**src/hdl/cfdl_pkg.sv**
```systemverilog
// Shared types and constants for the crossfading delay line.
package cfdl_pkg;

    // Default sizes
    localparam int DEPTH_DEF        = 4096;
    localparam int SAMPLE_WIDTH_DEF = 16;

    // Fixed field widths
    localparam int WEIGHT_W    = 17;
    localparam int FADE_W      = 16;
    localparam int DELAY_REQ_W = 16;
    localparam int APB_AW      = 3;
    localparam int APB_DW      = 32;

    localparam logic [WEIGHT_W-1:0] WEIGHT_ONE  = 17'h10000;
    localparam logic [WEIGHT_W-1:0] WEIGHT_ZERO = 17'h00000;

    // Register indexes (byte address / 4)
    localparam logic REG_FADE_LENGTH = 1'b0;
    localparam logic REG_FADE_STEP   = 1'b1;

    // Item kinds carried on tuser
    localparam logic KIND_SAMPLE    = 1'b0;
    localparam logic KIND_SET_DELAY = 1'b1;

    // Per-beat control that travels with the ring read data into the mixer
    typedef struct packed {
        logic                vld;
        logic                old_ok;
        logic                new_ok;
        logic [WEIGHT_W-1:0] w_old;
        logic [WEIGHT_W-1:0] w_new;
    } tap_ctl_t;

endpackage

```
**src/hdl/cfdl_mix.sv**
```systemverilog
// Mixer: weight multiply, sum, round and saturate, ending in the output register.
module cfdl_mix #(
    parameter int SAMPLE_WIDTH = cfdl_pkg::SAMPLE_WIDTH_DEF
) (
    input  logic                    aclk,
    input  logic                    aresetn,
    input  logic                    adv,
    input  cfdl_pkg::tap_ctl_t      ctl,
    input  logic [SAMPLE_WIDTH-1:0] tap_old_raw,
    input  logic [SAMPLE_WIDTH-1:0] tap_new_raw,
    output logic                    out_valid,
    output logic [SAMPLE_WIDTH-1:0] out_data
);

    localparam int PW  = SAMPLE_WIDTH + cfdl_pkg::WEIGHT_W + 1;
    localparam int SUMW = PW + 1;
    localparam int RW  = SUMW - 16;
    localparam logic signed [SUMW-1:0] RND  = SUMW'(32768);
    localparam logic signed [RW-1:0]   MAXV =
        RW'((64'sd1 <<< (SAMPLE_WIDTH - 1)) - 64'sd1);
    localparam logic signed [RW-1:0]   MINV = -MAXV - RW'(1);

    logic signed [SAMPLE_WIDTH-1:0] tap_old;
    logic signed [SAMPLE_WIDTH-1:0] tap_new;
    logic signed [PW-1:0]           prod_old;
    logic signed [PW-1:0]           prod_new;
    logic signed [PW-1:0]           prod_old_reg;
    logic signed [PW-1:0]           prod_new_reg;
    logic                           prod_vld_reg;
    logic signed [SUMW-1:0]         acc;
    logic signed [RW-1:0]           rnd;
    logic signed [SAMPLE_WIDTH-1:0] sat;
    logic                           out_valid_reg;
    logic [SAMPLE_WIDTH-1:0]        out_data_reg;

    // Never-written slots read as zero
    always_comb begin
        tap_old  = ctl.old_ok ? $signed(tap_old_raw) : '0;
        tap_new  = ctl.new_ok ? $signed(tap_new_raw) : '0;
        prod_old = PW'($signed({1'b0, ctl.w_old})) * PW'(tap_old);
        prod_new = PW'($signed({1'b0, ctl.w_new})) * PW'(tap_new);
    end

    // Product stage
    always_ff @(posedge aclk) begin
        if (!aresetn) begin
            prod_vld_reg <= 1'b0;
        end else if (adv) begin
            prod_vld_reg <= ctl.vld;
        end
    end

    always_ff @(posedge aclk) begin
        if (adv) begin
            prod_old_reg <= prod_old;
            prod_new_reg <= prod_new;
        end
    end

    // Sum, round half up (floor after bias), saturate
    always_comb begin
        acc = SUMW'(prod_old_reg) + SUMW'(prod_new_reg) + RND;
        rnd = acc[SUMW-1:16];
        if (rnd > MAXV) begin
            sat = MAXV[SAMPLE_WIDTH-1:0];
        end else if (rnd < MINV) begin
            sat = MINV[SAMPLE_WIDTH-1:0];
        end else begin
            sat = rnd[SAMPLE_WIDTH-1:0];
        end
    end

    // Output register
    always_ff @(posedge aclk) begin
        if (!aresetn) begin
            out_valid_reg <= 1'b0;
        end else if (adv) begin
            out_valid_reg <= prod_vld_reg;
        end
    end

    always_ff @(posedge aclk) begin
        if (adv) begin
            out_data_reg <= sat;
        end
    end

    assign out_valid = out_valid_reg;
    assign out_data  = out_data_reg;

endmodule

```
**config.mk**
```make
export PLATFORM = sky130hd
export DESIGN_NAME = cfdl_mix
export DESIGN_NICKNAME = d
export VERILOG_FILES = /design/src/hdl/cfdl_pkg.sv /design/src/hdl/cfdl_mix.sv
export SDC_FILE = /design/constraint.sdc
export NUM_CORES = 2
export LEC_CHECK = 0
export BUFFER_PORTS_ARGS = -buffer_cell sky130_fd_sc_hd__clkbuf_2
export CAP_MARGIN = 20
export CORE_AREA = 2 2 150 299
export CTS_CLUSTER_SIZE = 14
export DETAILED_ROUTE_END_ITERATION = 10
export DIE_AREA = 0 0 152 301
export GPL_ROUTABILITY_DRIVEN = 0
export PLACE_DENSITY = 0.72
export SLEW_MARGIN = 20
export SYNTH_ARGS = -nofsm -noshare
export SYNTH_HDL_FRONTEND = slang
export SYNTH_SLANG_ARGS = --single-unit
```
**constraint.sdc**
```tcl
create_clock -name aclk -period 9.8 [get_ports aclk]
set_input_delay 0.98 -clock aclk [delete_from_list [all_inputs] [get_ports aclk]]
set_output_delay 0.98 -clock aclk [all_outputs]
set_load 0.05 [all_outputs]
```
### Word-level counts from Yosys, hierarchy flattened

Index checks and enable logic that the tools add are counted.

* word-level logic and storage cells: 14
* register bits: 86
* output and inout bits: 17
* input port bits: 72

* add/subtract/negate cells: 2
* multiplexer cells: 3
* $mul: 2
* order comparisons: 2

Operator list (number)
* 18-bit by 16-bit multiplier with 34-bit output: 2
* 16-bit two-way mux: 3
* 34-bit by 34-bit adder with 35-bit output: 1
* 35-bit by 17-bit adder with 35-bit output, second input constant: 1
* 19-bit by 16-bit > comparator with 1-bit output, second input constant: 1
* 19-bit by 16-bit < comparator with 1-bit output, second input constant: 1

### Logic depth before layout (Yosys ltp)

* depth after elaboration: 4
* gate-level depth with buffers: 27
* depth with buffers taken out: 24

### Least setup slack after synthesis

OpenSTA, ideal clock, no wires.

* path type: in2reg
* start point: input ctl[35] in the netlist's numbering
* end point: register prod_old_reg[33] (data pin)
* path slack: 2661 ps
* cell stages on the path: 25
* path buffers: 2
* arrival: 6879 ps
* path through: clkbuf_1 > and2_0 > clkbuf_1 > nand2_1 > fa_1 > inv_1 > fa_1 > inv_1 > fa_1 > inv_1 > fa_1 > fa_1 > inv_1 > fa_1 > inv_1 > ha_1 > and3_1 > and2_1 > a211o_1 > a21oi_1 > o21ai_1 > a311oi_1 > o21ai_1 > a21oi_1 > xnor2_1

* longest elaborated chain between the ends: 2

Ends and longest elaborated chain
* start: declaration: RTL line cfdl_mix.sv:8 `input cfdl_pkg::tap_ctl_t ctl,`
* 16-bit two-way mux: RTL line cfdl_mix.sv:38 `tap_old = ctl.old_ok ? $signed(tap_old_raw) : '0;`
* 18-bit by 16-bit multiplier with 34-bit output: RTL line cfdl_mix.sv:40 `prod_old = PW'($signed({1'b0, ctl.w_old})) * PW'(tap_old);`
* net prod_old[33]: RTL line cfdl_mix.sv:25 `logic signed [PW-1:0] prod_old;`
* end signal: assignment: RTL line cfdl_mix.sv:55 `prod_old_reg <= prod_old;`
* end: declaration: RTL line cfdl_mix.sv:27 `logic signed [PW-1:0] prod_old_reg;`

The timed path passes the listed nets, and every way through them passes these cells.
A chain may end at the register's enable or synchronous reset.

### Worst setup path in the final report

* start point: input ctl[34] in the netlist's numbering
* end point: register prod_new_reg[31] (data pin)

* longest elaborated chain between the ends: 2

Ends and longest elaborated chain
* 16-bit two-way mux: RTL line cfdl_mix.sv:39 `tap_new = ctl.new_ok ? $signed(tap_new_raw) : '0;`
* 18-bit by 16-bit multiplier with 34-bit output: RTL line cfdl_mix.sv:41 `prod_new = PW'($signed({1'b0, ctl.w_new})) * PW'(tap_new);`
* net prod_new[31]: RTL line cfdl_mix.sv:26 `logic signed [PW-1:0] prod_new;`
* end signal: assignment: RTL line cfdl_mix.sv:56 `prod_new_reg <= prod_new;`
* end: declaration: RTL line cfdl_mix.sv:28 `logic signed [PW-1:0] prod_new_reg;`

The timed path passes the listed nets, and every way through them passes these cells.

==> flow_results.org <==
** Synth
- Synthesis warning total :: 0
- For this run, the register share of the synthesized area comes to 0.1103.
- Cell Area, Synth :: between 0.02 and 0.025 sq mm
- Post-synth EDFFs :: between 80 and 90
- Mean area per synthesized cell :: 9.328 sq um
- Synth async-reset ratio :: 0
- Gate count after technology mapping :: between 2000 and 2500
- Top post-synthesis cells by area :: fa_1 (36%), ha_1 (17%), edfxtp_1 (11%)
- Of all cell types, the one taking the most synthesized area is fa_1.
- Nets in the synthesized netlist :: between 3000 and 4000
- For this run, the leading register cell type out of synthesis is edfxtp_1.
- Area share of the leading cell type in the synthesized netlist :: 0.3586
- The number of different library cells used by synthesis comes to 75.
- In this run, synthesis produced a sequential element count of 86.

** Clock tree
- Clock net sink count :: between 80 and 90
- The root buffer cell chosen for the clock tree is clkbuf_16.
- CTS H-tree lvls :: 3
- The clock reaches the later pin of the worst-skew pair after 0.35 ns.
- TritonCTS created 9 clock buffers.
- TritonCTS built the clock tree.
- For this design, the CTS-stage hold fixing added 0 buffers.
- Clk slew on worst S/H paths :: 0.06 ns
- Number of buffers on the longest clock path :: 2
- The number of gates resized after CTS was 0.
- Post-CTS setup buffer count :: 0

** Route
- Summed over all nets, wire length on met3 after detailed routing comes to roughly 2.3 mm.
- Detailed route wirelength on metal2 :: roughly 33 mm
- Wire length on met1 :: roughly 19 mm
- Dividing the detail-routed wire length by the instance count gives between 15 and 20 um.
- After detailed routing, no signal wire sits above met4.
- Number of vias after detailed routing :: about 18000
- Count of antenna-violating nets left after detailed routing :: 0
- Wires add up to 59.41 mm.
- Number of vias per cell after detailed routing :: 5.809
- For this run, the detailed router's first-pass iteration total came to 7.
- DRC viols :: 0
- Iter 0 DRT Violations :: 740

** Job
- Max_cap viols :: 0

** Min path
- Hold wc startpoint :: out_valid
- Hold Path Class :: reg2reg

** Floorplanning
- Placeable core area :: 0.04338 sq mm
- The floorplan step set the die width to around 150 um.
- The die covers 0.04575 sq mm.
- Initial standard-cell utilization of the core :: 0.5355
- Measured along the y axis, the die boundary spans around 300 um.
- Placement Rows :: 108
- Pin placement for this block handled between 80 and 90 I/O pins.

** Worst setup path
- The worst setup path is launched from an input port.
- Among the stages of the critical path, the cell type that occurs most often is fa_1.
- Number of buffers and inverters on the critical path :: 5
- For the worst setup path, the data required time is 10.00 ns.
- The most critical setup path has its startpoint at ctl[34].
- The kind of cell with the highest combined delay along the critical path is adder cells.
- For this design, the slowest cell found on the critical path is buf_4.
- Worst setup EP type :: flip-flop
- In this design, the stage delay of the slowest critical-path cell is 0.51 ns.
- Crit-path max FO :: 70
- Critical path data arrival time :: around 8 ns
- Critical path class :: in2reg
- The signal on the critical path passes through buf_2 > buf_4 > nand2_1 > or2_2 > fa_1 > fa_1 > inv_1 > fa_1 > fa_1 > fa_1 > inv_1 > fa_1 > inv_1 > ha_1 > a21o_1 > a21oi_1 > o21ai_1 > a31oi_1 > o21bai_1 > o21bai_1 > a21o_1 > or4b_1 > o211ai_1.
- Reg-to-reg startpoint :: prod_old_reg[8]

** Power and ir drop
- Across the VDD grid, the largest voltage drop is roughly 200 uV.
- For this design the static power due to leakage is 13.35 nW.
- The design draws ~6.2 mW.
- Power per cell area :: roughly 250 mW/mm^2

** Timing
- Setup repair after global routing left no endpoint under its margin.
- Period Utilization, post-route :: 0.7956
- Hold is met by slightly above 0.5 ns.
- On the final layout, the worst clock skew is about 0.006 ns.
- Pins Over Slew Limit :: 0
- For the final routed database, the setup TNS stands at 0 ns.
- Slack of the critical path :: between 2 and 2.5 ns
- Number of hold-slack violations in the final timing report :: 0
- Count of endpoints failing setup in the final report :: 0
- Measured against its own limit, the worst slew margin works out to 0.2448.
- For the pin with the worst max-slew slack, the measured transition is between 1 and 1.5 ns.
- Counting I/O delays and the setup requirement, the final critical path takes between 7 and 8 ns.
- For this run, the top clock speed supported by timing is about 130 MHz.

** Final layout
- Measured on the finished design, the core utilization comes to 0.5613.
- Area added between synthesis and finish :: 4.827%
- Number of nets in the layout :: ~3300
- In the final layout, the share of cells above drive strength 1 is 0.06090.
- The number of antenna diodes in the final layout is 0.

** Run status
- Status :: finished, final reports clean

** Global route
- For this run the aggregate overflow at the end of global routing stands at 0.
- Number of global-route vias before repair :: 19590
- Entering global routing, the biggest net connects 71 pins.
- The first global-routing pass estimated 97.86 mm of wire.
- All-Layer GR Usage :: 0.2687
- Antenna violations before repair :: 0

** Placed design
- HPWL after DPL :: ~50 mm
- I/O Buffers :: 88
- Post-Place Setup Slack :: between 1.5 and 2 ns
cells in the mapped netlist (3+ instances only):
library cell  number
o31ai_1            8
nand2_1          276
nand3_1           36
a21oi_1           64
nor3_1            11
o21a_1             5
nor2b_1            8
and2_0             4
or2_2             18
clkbuf_1         106
o22ai_1            5
o22ai_2           10
and4_1             3
nand4_1            4
mux2i_1            3
a21o_1            36
o211ai_1           7
fa_1             416
nor2_1            57
and2_1            21
xor2_1            19
o21bai_1          21
inv_1            523
a311oi_1           3
xnor2_1           50
edfxtp_1          84
a211oi_1           7
a211o_1            4
o21ai_1           14
nor4_1             3
ha_1             313
and3_1           265
nand2b_1           7
o21ai_0           22
a31oi_1           11
kinds of logic after synthesis:
| kind of cell | count (synthesis) | synth area share |
|---|---|---|
| AOI/OAI and AO/OA | 247 | 0.07386 |
| muxes | 4 | 0.001778 |
| and+or+nand+nor | 723 | 0.1577 |
| DFF | 86 | 0.1103 |
| buffers and inverters | 632 | 0.1031 |
| xor gates and xnor gates | 69 | 0.02602 |
| adders and majority gates | 729 | 0.5272 |
metrics by stage:
| step | instances | area (sq um) |
|---|---|---|
| 3_5_place_dp | 3030 | 24010 |
| 4_1_cts | 3046 | 24350 |
| 3_3_place_gp | 3030 | 24010 |
| 6_report | 3046 | 24350 |
| 2_1_floorplan | 2490 | 23230 |
| 5_1_grt | 3046 | 24350 |
area by class of cell:
type	instances	area, sq um
Tap cell	550	688.2
Multi-Input combinational cell	1772	18270
Sequential cell	86	2562
Fill cell	3812	19030
Inverter	523	1963
Timing Repair Buffer	99	525.5
Clock buffer	10	229.0
Clock inverter	6	110.1
final timing paths:
| kind | endpoint | slack, ns | cells past startpoint |
|---|---|---|---|
| hold reg to reg | out_valid | 0.52 | 2 |
| setup reg to reg | out_data[2] | 5.54 | 12 |
| setup / recovery | prod_new_reg[31] | 2.00 | 23 |
| hold / removal | out_valid | 0.52 | 2 |
routing by layer:
metal | vias up | GRT usage
met5 | - | 0
met4 | 0 | 0.1842
met3 | 251 | 0.01742
met2 | 619 | 0.5285
met1 | 8859 | 0.2646
li1 | 7966 | -
tightest hold or removal path, cell delays in order (launching register included):
cell	delay [ns]
dfxtp_1	0.32
mux2i_1	0.07
nor2b_1	0.10
where the power goes:
part           total (mW)  leakage [nW]  switching (mW)  internal (mW)
Clock               0.387         0.159           0.138          0.248
Sequential          0.797         0.837          0.0559          0.741
Combinational        5.01          12.3            3.05           1.95
cell usage in the layout, fill, tap and decap left out, types with 7 or more instances in the layout:
cell	instances
clkbuf_2	86
inv_1	523
o21ai_0	22
nand2_1	276
o22ai_2	10
edfxtp_1	84
o21bai_1	21
xnor2_1	50
nor2_1	57
nor3_1	11
o31ai_1	8
and3_1	265
a211oi_1	7
a21oi_1	64
or2_2	18
a31oi_1	11
o21ai_1	14
buf_4	12
xor2_1	19
ha_1	313
a21o_1	36
fa_1	416
nand3_1	36
nand2b_1	7
nor2b_1	8
o211ai_1	7
clkbuf_16	9
and2_1	21
Power figures use the tool's default switching activity.
