$ cat src/hdl/cfdl_pkg.sv
// Shared types and constants for the crossfading delay line.
package cfdl_pkg;

    // Default sizes
    localparam int DEPTH_DEF        = 4096;
    localparam int SAMPLE_WIDTH_DEF = 16;

    // Fixed field widths
    localparam int WEIGHT_W    = 17;
    localparam int FADE_W      = 16;
    localparam int DELAY_REQ_W = 16;
    localparam int APB_AW      = 3;
    localparam int APB_DW      = 32;

    localparam logic [WEIGHT_W-1:0] WEIGHT_ONE  = 17'h10000;
    localparam logic [WEIGHT_W-1:0] WEIGHT_ZERO = 17'h00000;

    // Register indexes (byte address / 4)
    localparam logic REG_FADE_LENGTH = 1'b0;
    localparam logic REG_FADE_STEP   = 1'b1;

    // Item kinds carried on tuser
    localparam logic KIND_SAMPLE    = 1'b0;
    localparam logic KIND_SET_DELAY = 1'b1;

    // Per-beat control that travels with the ring read data into the mixer
    typedef struct packed {
        logic                vld;
        logic                old_ok;
        logic                new_ok;
        logic [WEIGHT_W-1:0] w_old;
        logic [WEIGHT_W-1:0] w_new;
    } tap_ctl_t;

endpackage

$ cat src/hdl/cfdl_regs.sv
// APB register file: fade length and fade step.
module cfdl_regs (
    input  logic                             aclk,
    input  logic                             aresetn,
    input  logic                             psel,
    input  logic                             penable,
    input  logic                             pwrite,
    input  logic [cfdl_pkg::APB_AW-1:0]      paddr,
    input  logic [cfdl_pkg::APB_DW-1:0]      pwdata,
    output logic [cfdl_pkg::APB_DW-1:0]      prdata,
    output logic                             pready,
    output logic [cfdl_pkg::FADE_W-1:0]      fade_length,
    output logic [cfdl_pkg::WEIGHT_W-1:0]    fade_step
);

    logic [cfdl_pkg::FADE_W-1:0]   fade_length_reg;
    logic [cfdl_pkg::WEIGHT_W-1:0] fade_step_reg;
    logic                          wr_en;
    logic                          reg_idx;

    assign pready  = 1'b1;
    assign wr_en   = psel && penable && pwrite && pready;
    assign reg_idx = paddr[2];

    // Register writes
    always_ff @(posedge aclk) begin
        if (!aresetn) begin
            fade_length_reg <= cfdl_pkg::FADE_W'(1);
            fade_step_reg   <= cfdl_pkg::WEIGHT_ONE;
        end else if (wr_en) begin
            unique case (reg_idx)
                cfdl_pkg::REG_FADE_LENGTH: fade_length_reg <= pwdata[cfdl_pkg::FADE_W-1:0];
                cfdl_pkg::REG_FADE_STEP:   fade_step_reg   <= pwdata[cfdl_pkg::WEIGHT_W-1:0];
                default: ;
            endcase
        end
    end

    // Read mux
    always_comb begin
        unique case (reg_idx)
            cfdl_pkg::REG_FADE_LENGTH: prdata = cfdl_pkg::APB_DW'(fade_length_reg);
            cfdl_pkg::REG_FADE_STEP:   prdata = cfdl_pkg::APB_DW'(fade_step_reg);
            default:                   prdata = '0;
        endcase
    end

    assign fade_length = fade_length_reg;
    assign fade_step   = fade_step_reg;

endmodule

$ cat config.mk
export PLATFORM = sky130hd
export DESIGN_NAME = cfdl_regs
export DESIGN_NICKNAME = d
export VERILOG_FILES = /design/src/hdl/cfdl_pkg.sv /design/src/hdl/cfdl_regs.sv
export SDC_FILE = /design/constraint.sdc
export NUM_CORES = 1
export LEC_CHECK = 0
export CAP_MARGIN = 20
export CORE_MARGIN = 2
export CORE_UTILIZATION = 25
export DETAILED_ROUTE_END_ITERATION = 8
export DONT_BUFFER_PORTS = 1
export SYNTH_ARGS = -nofsm -noshare
export SYNTH_HDL_FRONTEND = slang
export SYNTH_SLANG_ARGS = --single-unit
$ cat constraint.sdc
create_clock -name aclk -period 2 [get_ports aclk]
set_input_delay 0.1 -clock aclk [delete_from_list [all_inputs] [get_ports aclk]]
set_output_delay 0.1 -clock aclk [all_outputs]
set_load 0.05 [all_outputs]
Word-level counts from Yosys, hierarchy flattened
Cells that the tools add are included.
W data, S select, Z words.
{"block": "totals", "ff_bits": 33, "inputBits": 40, "output_inout_bits": 66, "wordCells": 8}
{"block": "classes", "mux": 1, "n_bitwise": 1, "reduce_logical": 4}
{"cell": "$pmux W32 S2", "count": 1}
{"cell": "$reduce_and A2 Y1", "count": 2}
{"cell": "$logic_and A1 B1 Y1", "count": 2}
{"cell": "$not A1 Y1", "count": 1}

Depth between registers and ports, before layout
Gate-level depths: netlist (run 1).
{"block": "depth", "depth_word": 3, "mapped_depth": 5, "depth_no_buf": 2}

Least setup slack after synthesis (run 1)
Ideal clock, no wire load.
{"block": "synth_path", "path_kind": "reg-to-output", "from": "reg fade_step_reg (netlist bit fade_step[16])", "to": "out prdata[16] (netlist bit)", "arrival_ps": 1128, "required_ps": 1900, "path_slack_ps": 772, "path_stages_with_launch": 2, "n_path_buf": 0, "path_cell_list": "dfxtp_1 and2_1"}
{"block": "synth_via", "elab_chain_cells": 1}
{"item": "start: declaration", "line": "cfdl_regs.sv:17", "source": "logic [cfdl_pkg::WEIGHT_W-1:0] fade_step_reg;"}
{"item": "start signal: assignment", "line": "cfdl_regs.sv:29", "source": "fade_step_reg <= cfdl_pkg::WEIGHT_ONE;"}
{"item": "start signal: assignment", "line": "cfdl_regs.sv:33", "source": "cfdl_pkg::REG_FADE_STEP: fade_step_reg <= pwdata[cfdl_pkg::WEIGHT_W-1:0];"}
{"item": "$pmux W32 S2", "line": "cfdl_regs.sv:41", "source": "unique case (reg_idx)"}
{"item": "end: declaration", "line": "cfdl_regs.sv:10", "source": "output logic [cfdl_pkg::APB_DW-1:0] prdata,"}
No other way between the ends. The select of a mux whose other input is x is not followed.

==> metrics, run 1 <==
RR Startpoint fade_step[0]; row count 29; Worst-Skew Late Latency 270 ps; die area 7170 sq um; Post-DRT Antenna Nets 0; Comb power frac 19.6%; Sink Count 33; final worst slack 281 ps; Root Driver clkbuf_8; Synth Flop Type dfxtp_1; Worst-path clk slew 70 ps; die height 84.7 um; hold path endpoint fade_length[14]; routability cong. 0.628; Post-CTS Setup Repair Bufs 0; final WL 3.78 mm; internal reg-to-reg setup slack 680 ps; R2R depth 4; Synth Warn # 0; DR vias 1234; # nets final 254; Area contributors post-synth dfxtp_1, mux2i_1, mux2_2; initial antenna violation count 0; share of cells above drive strength 1 26.6%; minimum clock period 1720 ps; drt pass-1 iters 4; hold path start aresetn; Mapped Avg Cell Area 9.80 sq um; Core ar. 6310 sq um; CTS Hold Bufs 22; CP startpoint kind input pin; PwrDens 690 nW/um^2; post-cts resize count 0; Die Wd 84.7 um; cts bufs inserted 5; synth unique cells 14; RR Endpoint fade_step[0]; fmax 582 MHz; Initial Util 25.8%; Tot GR Track Use 10.7%; drt wl/cell 13.0 um; Max H-tree Level 2; Yosys reg bits 33; sequential-to-total area share from yosys stat 40.6%; Ant. Diodes 0; FILL cells 677; Largest register FFs 17; setup TNS 0 ps; most common cell in the netlist nand2_1; status finished, final reports clean; Synth area leader dfxtp_1; total global routing overflow 0; pre-CTS setup slack 820 ps; Max rail drop VDD 0.383 mV; synthesized cell area 1630 sq um; Final period util 85.9%; global-route wire length before repair 5.96 mm; Rel. slew slack 64.2%; share of the synthesized area in the top cell type 40.6%; number of global-route vias before repair 1188; worst slew pin tran 536 ps; Post-synth EDFFs 0; switching share of power 30.2%; Worst Clk Skew 0 ps; hold depth 2; CTS max path bufs 2; RSZ-0062 raised after global routing no; Fin. Hold Viols 0; crit end category flip-flop; largest net degree at the start of global routing 43; internal power 1030 uW; Commonest cells post-synth nand2_1, dfxtp_1, mux2i_1; Flop pwr share 46.1%; ys async rst share 0%; via/cell ratio 4.24; Hold/Removal Path Class in2reg; switching pwr 444 uW; Critical Path RT 2160 ps; Layout Area Growth over Synthesis 30.9%; max-slew violation count 0; DRC 0; Setup-failing EPs final 0; WP data arrival 1880 ps; First DRT Iteration DRCs 32; synthesized instance count 166; # port buffers 0; CTS tree built; I/O pin count 106; share of power burned in the clock network 34.3%; critical path class in2reg; critical path fanouts, max 2; Max-Cap Viols 0; leak pwr 0.00112 uW
-- power by group through the flow --
stage	Clock, uW	Combinational (uW)	Sequential (uW)
6_report	504	287	678
5_1_grt	559	302	679
4_1_cts	537	289	678
3_5_place_dp	0	240	693
3_3_place_gp	0	238	692
2_1_floorplan	0	203	746
-- critical path, stage by stage --
cell and delay, ps:
dlygate4sd3_1 560, nand2_1 60, dlygate4sd3_1 540, mux2i_1 60, dlygate4sd3_1 560
-- area by class of cell --
type	count	area [sq um]	area share, %
multi-input cells	119	808	38.0
clock buffers	7	86.3	4.05
repair buffers	55	478	22.4
well taps	77	96.3	4.52
flip-flops and latches	33	661	31.0
-- per-layer routing --
| layer | track usage, % | up-vias | wire length [um] |
|---|---|---|---|
| li1 | - | 603 | - |
| met1 | 12.6 | 577 | 1600 |
| met2 | 18.5 | 50 | 1920 |
| met3 | 3.05 | 4 | 224 |
| met4 | 3.90 | 0 | 41 |
| met5 | 0 | - | 0 |
-- stage by stage --
| step | utilization, % | total power, uW | cell area [sq um] | hold slack [ps] | instances |
|---|---|---|---|---|---|
| after detailed placement | 28.7 | 933 | 1810 | 248 | 262 |
| after global routing | 33.7 | 1540 | 2130 | 3.25 | 291 |
| after CTS | 33.7 | 1500 | 2130 | 2.36 | 291 |
| after floorplan | - | 949 | 1680 | 239 | 180 |
| after global placement | 28.7 | 930 | 1810 | 245 | 262 |
| final | 33.7 | 1470 | 2130 | 15.8 | 291 |
-- cells in the final DEF, fill, tap and decap left out --
cell            n
conb_1         16
mux2_2         16
buf_12          1
clkbuf_8        6
nor2b_1         4
dfxtp_1        33
clkbuf_1        1
buf_4          33
dlygate4sd3_1  21
nand2_1        47
and2_1          1
mux2i_1        33
nand4b_4        1
nand4_1         1
-- cell families (layout without fill, tap and decap cells) --
logic type,after synthesis,in the layout,share of synthesized area [%]
other cells,2,16,0.462
simple gates,54,54,14.6
buf+inv,28,62,12.9
flops,33,33,40.6
mux,49,49,31.4
-- how the worst max path moves through the flow --
stage | startpoint | to | slack (ps) | depth (start not counted)
final | pwdata[0] | fade_step[0] | 280 | 5
after floorplan | fade_step[16] | prdata[16] | 770 | 1
after CTS | pwdata[0] | fade_step[0] | 310 | 5
after detailed placement | fade_length[0] | prdata[0] | 820 | 1
after global placement | fade_length[0] | prdata[0] | 830 | 1
after global routing | pwdata[0] | fade_step[0] | 260 | 5
(Power assumes the default switching activity.)
==> run 2: changes to the inputs <==
- PLACE_DENSITY_LB_ADDON: not set -> 0.2
- SETUP_SLACK_MARGIN: not set -> 0.3
- SLEW_MARGIN: not set -> 20
==> run 2 against run 1 <==
Compared with the run above: critical path depth down 1; sequential power barely moved; final area rose by 0.35%; cell count increased by 0.34%; hold slack got worse by 4.8 ps; global-route usage increased by 0.94 points; non-clock buffer count up 1; critical endpoint is now fade_length[6]; sequential cell count unchanged.
==> metrics, run 2 (synthesis results as in run 1) <==
status finished, final reports clean; Hold/Removal Path Class in2reg; CTS max path bufs 2 (unchanged); global-route wire length before repair 6.50 mm (+9.0%); Max-Cap Viols 0 (unchanged); RR Startpoint fade_length[6]; Flop pwr share 46.0% (about the same); critical path fanouts, max 3 (+1); minimum clock period 1340 ps (-378 ps); First DRT Iteration DRCs 18 (-44%); setup TNS 0 ps (unchanged); fmax 746 MHz (+28%); share of power burned in the clock network 34.3% (about the same); R2R depth 4 (unchanged); PwrDens 689 nW/um^2 (-0.11%); Die Wd 84.7 um (unchanged); drt wl/cell 13.9 um (+6.8%); Tot GR Track Use 11.7% (+0.94 points); hold path start aresetn; leak pwr 0.00112 uW (about the same); Worst-Skew Late Latency 280 ps (about the same); initial antenna violation count 0 (unchanged); Fin. Hold Viols 0 (unchanged); Worst-path clk slew 70 ps (about the same); switching pwr 446 uW (+0.50%); routability cong. 0.705 (+12%); cts bufs inserted 5 (unchanged); DR vias 1252 (+1.5%); Critical Path RT 2230 ps (+70 ps); crit path launch fade_length[6]; detailed-placement wirelength estimate 2.65 mm; Final period util 67.0% (-19 points); Setup-failing EPs final 0 (unchanged); row count 29 (unchanged); RSZ-0062 raised after global routing no; crit end category flip-flop; Min Hold Slack 11.0 ps (-4.80 ps); Max rail drop VDD 0.350 mV (-8.6%); # port buffers 0 (unchanged); max-slew violation count 0 (unchanged); share of cells above drive strength 1 27.0% (+0.34 points); # nets final 255 (+0.39%); Sink Count 33 (unchanged); largest net degree at the start of global routing 42 (-2.3%); final WL 4.06 mm (+7.2%); most common cell after layout, fill and taps aside nand2_1; die area 7170 sq um (unchanged); via/cell ratio 4.29 (+1.1%); Post-DRT Antenna Nets 0 (unchanged); Core ar. 6310 sq um (unchanged); commonest cells after routing, fill and taps aside nand2_1, buf_4, mux2i_1, dfxtp_1, dlygate4sd3_1; Ant. Diodes 0 (unchanged); drt pass-1 iters 4 (unchanged); WP data arrival 1570 ps (-310 ps); I/O pin count 106 (unchanged); Initial Util 25.8% (unchanged); critical path class reg2reg; Worst Clk Skew 0 ps (unchanged); switching share of power 30.3% (+0.079 points); internal power 1030 uW (+0.13%); Largest register FFs 17 (unchanged); Root Driver clkbuf_8; hold depth 2 (unchanged); total global routing overflow 0 (unchanged); die height 84.7 um (unchanged); Comb power frac 19.8% (+0.2 points); CTS tree built; Layout Area Growth over Synthesis 31.4%; CP startpoint kind flip-flop; number of global-route vias before repair 1398 (+18%); DRC 0 (unchanged); Post-CTS Setup Repair Bufs 0 (unchanged); Max H-tree Level 2 (unchanged)
-- run 2: per-layer routing --
metal	track usage, %	up-vias	part of all wire (%)
li1	-	608	-
met1	11.8	586	39
met2	21.7	53	52
met3	4.33	5	7.1
met4	4.33	0	1.4
met5	0	-	0
-- run 2: metrics by stage --
| step | utilization, % | std cells | power (uW) | cell area [sq um] | setup slack, ps |
|---|---|---|---|---|---|
| final | 33.8 | 292 | 1470 | 2140 | 659 |
| after floorplan | - | 180 | 949 | 1680 | 772 |
| after global placement | 28.8 | 263 | 930 | 1820 | 1030 |
| after CTS | 33.8 | 292 | 1500 | 2140 | 681 |
| after global routing | 33.8 | 292 | 1540 | 2140 | 582 |
| after detailed placement | 28.8 | 263 | 934 | 1820 | 1020 |
-- run 2: repair_timing --
action	4_1_cts	5_1_grt
hold endpoints to repair	33	0
gates resized for setup	0	0
hold buffers	22	0
-- run 2: worst paths after layout --
path | endpoint | slack [ps]
worst max-delay path | fade_length[6] | 660
worst min register to register | fade_step[2] | 470
worst min-delay path | fade_step[14] | 10
worst max register to register | fade_length[6] | 660
-- run 2: power by group through the flow --
| stage | registers, uW | logic, uW | clock network, uW |
|---|---|---|---|
| after global routing | 678 | 306 | 555 |
| after detailed placement | 692 | 242 | 0 |
| after floorplan | 746 | 203 | 0 |
| after global placement | 691 | 239 | 0 |
| after CTS | 677 | 292 | 529 |
| final | 677 | 291 | 504 |
-- run 2: final cells by class --
type,count,area [sq um]
repair buffers,56,485
multi-input cells,119,808
flip-flops and latches,33,661
fillers,691,4180
well taps,77,96.3
clock buffers,7,86.3
-- run 2: worst max-delay path, cell delays in order, from the launching register on --
cell and delay, ps:
dfxtp_1 320, buf_4 200, nand2_1 80, mux2i_1 130, dlygate4sd3_1 560
==> run 3: changes to the inputs <==
- clock period: 2 -> 1.3 ns (I/O delays scaled with it)
==> run 3 against run 2 <==
Compared with the run above: the run now ends with negative hold slack left; power grew 63%; global-route usage down 0.68 points; utilization rose by 1.5 points.
==> metrics, run 3 (synthesis results as in run 1) <==
status finished with violations; violated checks negative hold slack; die height 84.7 um (unchanged); Initial Util 25.8% (unchanged); leak pwr 0.00120 uW (+6.9%); I/O pin count 106 (unchanged); Hold/Removal Path Class in2reg; Largest register FFs 17 (unchanged); Sink Count 33 (unchanged); Worst path depth 1 (-3); Worst-path clk slew 70 ps (about the same); RR Endpoint fade_length[4]; DR vias 1244 (-0.64%); Post-DP Area 1870 sq um (+2.7%); final WL 4.00 mm (-1.3%); commonest cells after routing, fill and taps aside nand2_1, buf_4, mux2i_1, dfxtp_2; WP data arrival 960 ps (-610 ps); largest net degree at the start of global routing 52 (+24%); Post-DRT Antenna Nets 0 (unchanged); Root Driver clkbuf_8; Critical Path RT 1240 ps (-990 ps); Max H-tree Level 2 (unchanged); detailed-placement wirelength estimate 2.80 mm (+5.5%); max-slew violation count 0 (unchanged); fmax 974 MHz; drt wl/cell 13.8 um (-0.63%); worst path bufs/invs 0 (-2); CP startpoint kind flip-flop; number of global-route vias before repair 1278 (-8.6%); critical path class reg2out; crit path launch fade_length[8]; Min Hold Slack -73.6 ps (-84.5 ps); DRC 0 (unchanged); Ant. Diodes 0 (unchanged); RR Startpoint fade_length[4]; share of cells above drive strength 1 49.3% (+22 points); CTS tree built; initial antenna violation count 0 (unchanged); crit end category output pin; post-route cell area 2230 sq um (+4.3%); Cell Chain, Critical Path mux2_4; global-route wire length before repair 6.25 mm (-3.8%); Final period util 79.0%; pre-CTS setup slack 388 ps (-636 ps); RSZ-0062 raised after global routing yes; Fin. Hold Viols 31 (+31); setup TNS 0 ps (unchanged); Setup-failing EPs final 0 (unchanged); # nets final 253 (-0.78%); internal reg-to-reg setup slack 390 ps (-270 ps); CTS max path bufs 2 (unchanged); drt pass-1 iters 4 (unchanged); Layout Area Growth over Synthesis 37.1%; worst setup path end prdata[8]; final worst slack 273 ps (-386 ps); crit path max-delay cell type mux2_4; total global routing overflow 0 (unchanged); Tot Pwr 2400 uW (+63%); Core ar. 6310 sq um (unchanged); Max-Cap Viols 0 (unchanged); # port buffers 0 (unchanged); Crit path max-delay family multiplexers; most common cell after layout, fill and taps aside nand2_1; Max rail drop VDD 0.533 mV (+52%); Worst-Skew Late Latency 280 ps (about the same); row count 29 (unchanged); Worst Clk Skew 0 ps (unchanged); routability cong. 0.694 (-1.5%); First DRT Iteration DRCs 13 (-5); Tot GR Track Use 11.0% (-0.68 points); R2R depth 4 (unchanged); Die Wd 84.7 um (unchanged); cts bufs inserted 5 (unchanged); PwrDens 1070 nW/um^2 (+56%); critical path fanouts, max 2 (-1); minimum clock period 1030 ps; CP max stage delay 350 ps (-210 ps); via/cell ratio 4.29 (about the same); die area 7170 sq um (unchanged)
==> run 3: cell count changes in the layout (fill, tap and decap cells not counted), moves of 4 or more <==
| cell | change |
|---|---|
| dfxtp_2 | +32 |
| buf_4 | +4 |
| mux2_4 | +16 |
| buf_6 | +10 |
| dfxtp_1 | -32 |
| mux2_2 | -16 |
| dlygate4sd3_1 | -15 |
==> run 3: power by group <==
group          internal [uW]  total (uW)  switching, uW  leakage [uW]
combinational            119         414            295      0.000863
sequential              1040        1050           13.5      0.000282
clock                    557         932            375     0.0000540
==> run 3: final cells by class <==
class,count,area [sq um]
fill,662,4080
multi-input combinational,119,871
sequential,33,701
timing repair buffer,54,458
tap,77,96.3
clock buffer,5,68.8
clock inverter,2,35.0
==> run 3: metrics by stage <==
step / instances / utilization [%]
after floorplan: 180 / -
after global placement: 264 / 29.6
after detailed placement: 264 / 29.6
after CTS: 286 / 34.1
after global routing: 290 / 35.3
final: 290 / 35.3
==> run 3: how the worst min path moves through the flow <==
stage	start	endpoint	slack [ps]	cells after the start
after CTS	aresetn	fade_length[8]	-80	2
after floorplan	pwdata[0]	fade_step[0]	200	2
after global routing	aresetn	fade_length[8]	-80	2
after global placement	pwdata[0]	fade_step[0]	200	2
after detailed placement	pwdata[0]	fade_step[0]	220	2
final	aresetn	fade_length[6]	-70	2
==> run 3: metal layers <==
layer  track usage (%)  wire length (um)  up-vias
met5                 0                 0        -
met4              3.46                33        0
met3              4.13               255        4
met2              19.5              2130       50
met1              12.1              1590      585
li1                  -                 -      605
==> run 3: repair_timing <==
action / 4_1_cts / 5_1_grt
buffers inserted: 12 / 1
gates resized for setup: 17 / 10
cloned: 0 / 0
hold endpoints to repair: 33 / 31
hold buffers: 3 / 3
endpoints found under the setup margin: 17 / 26
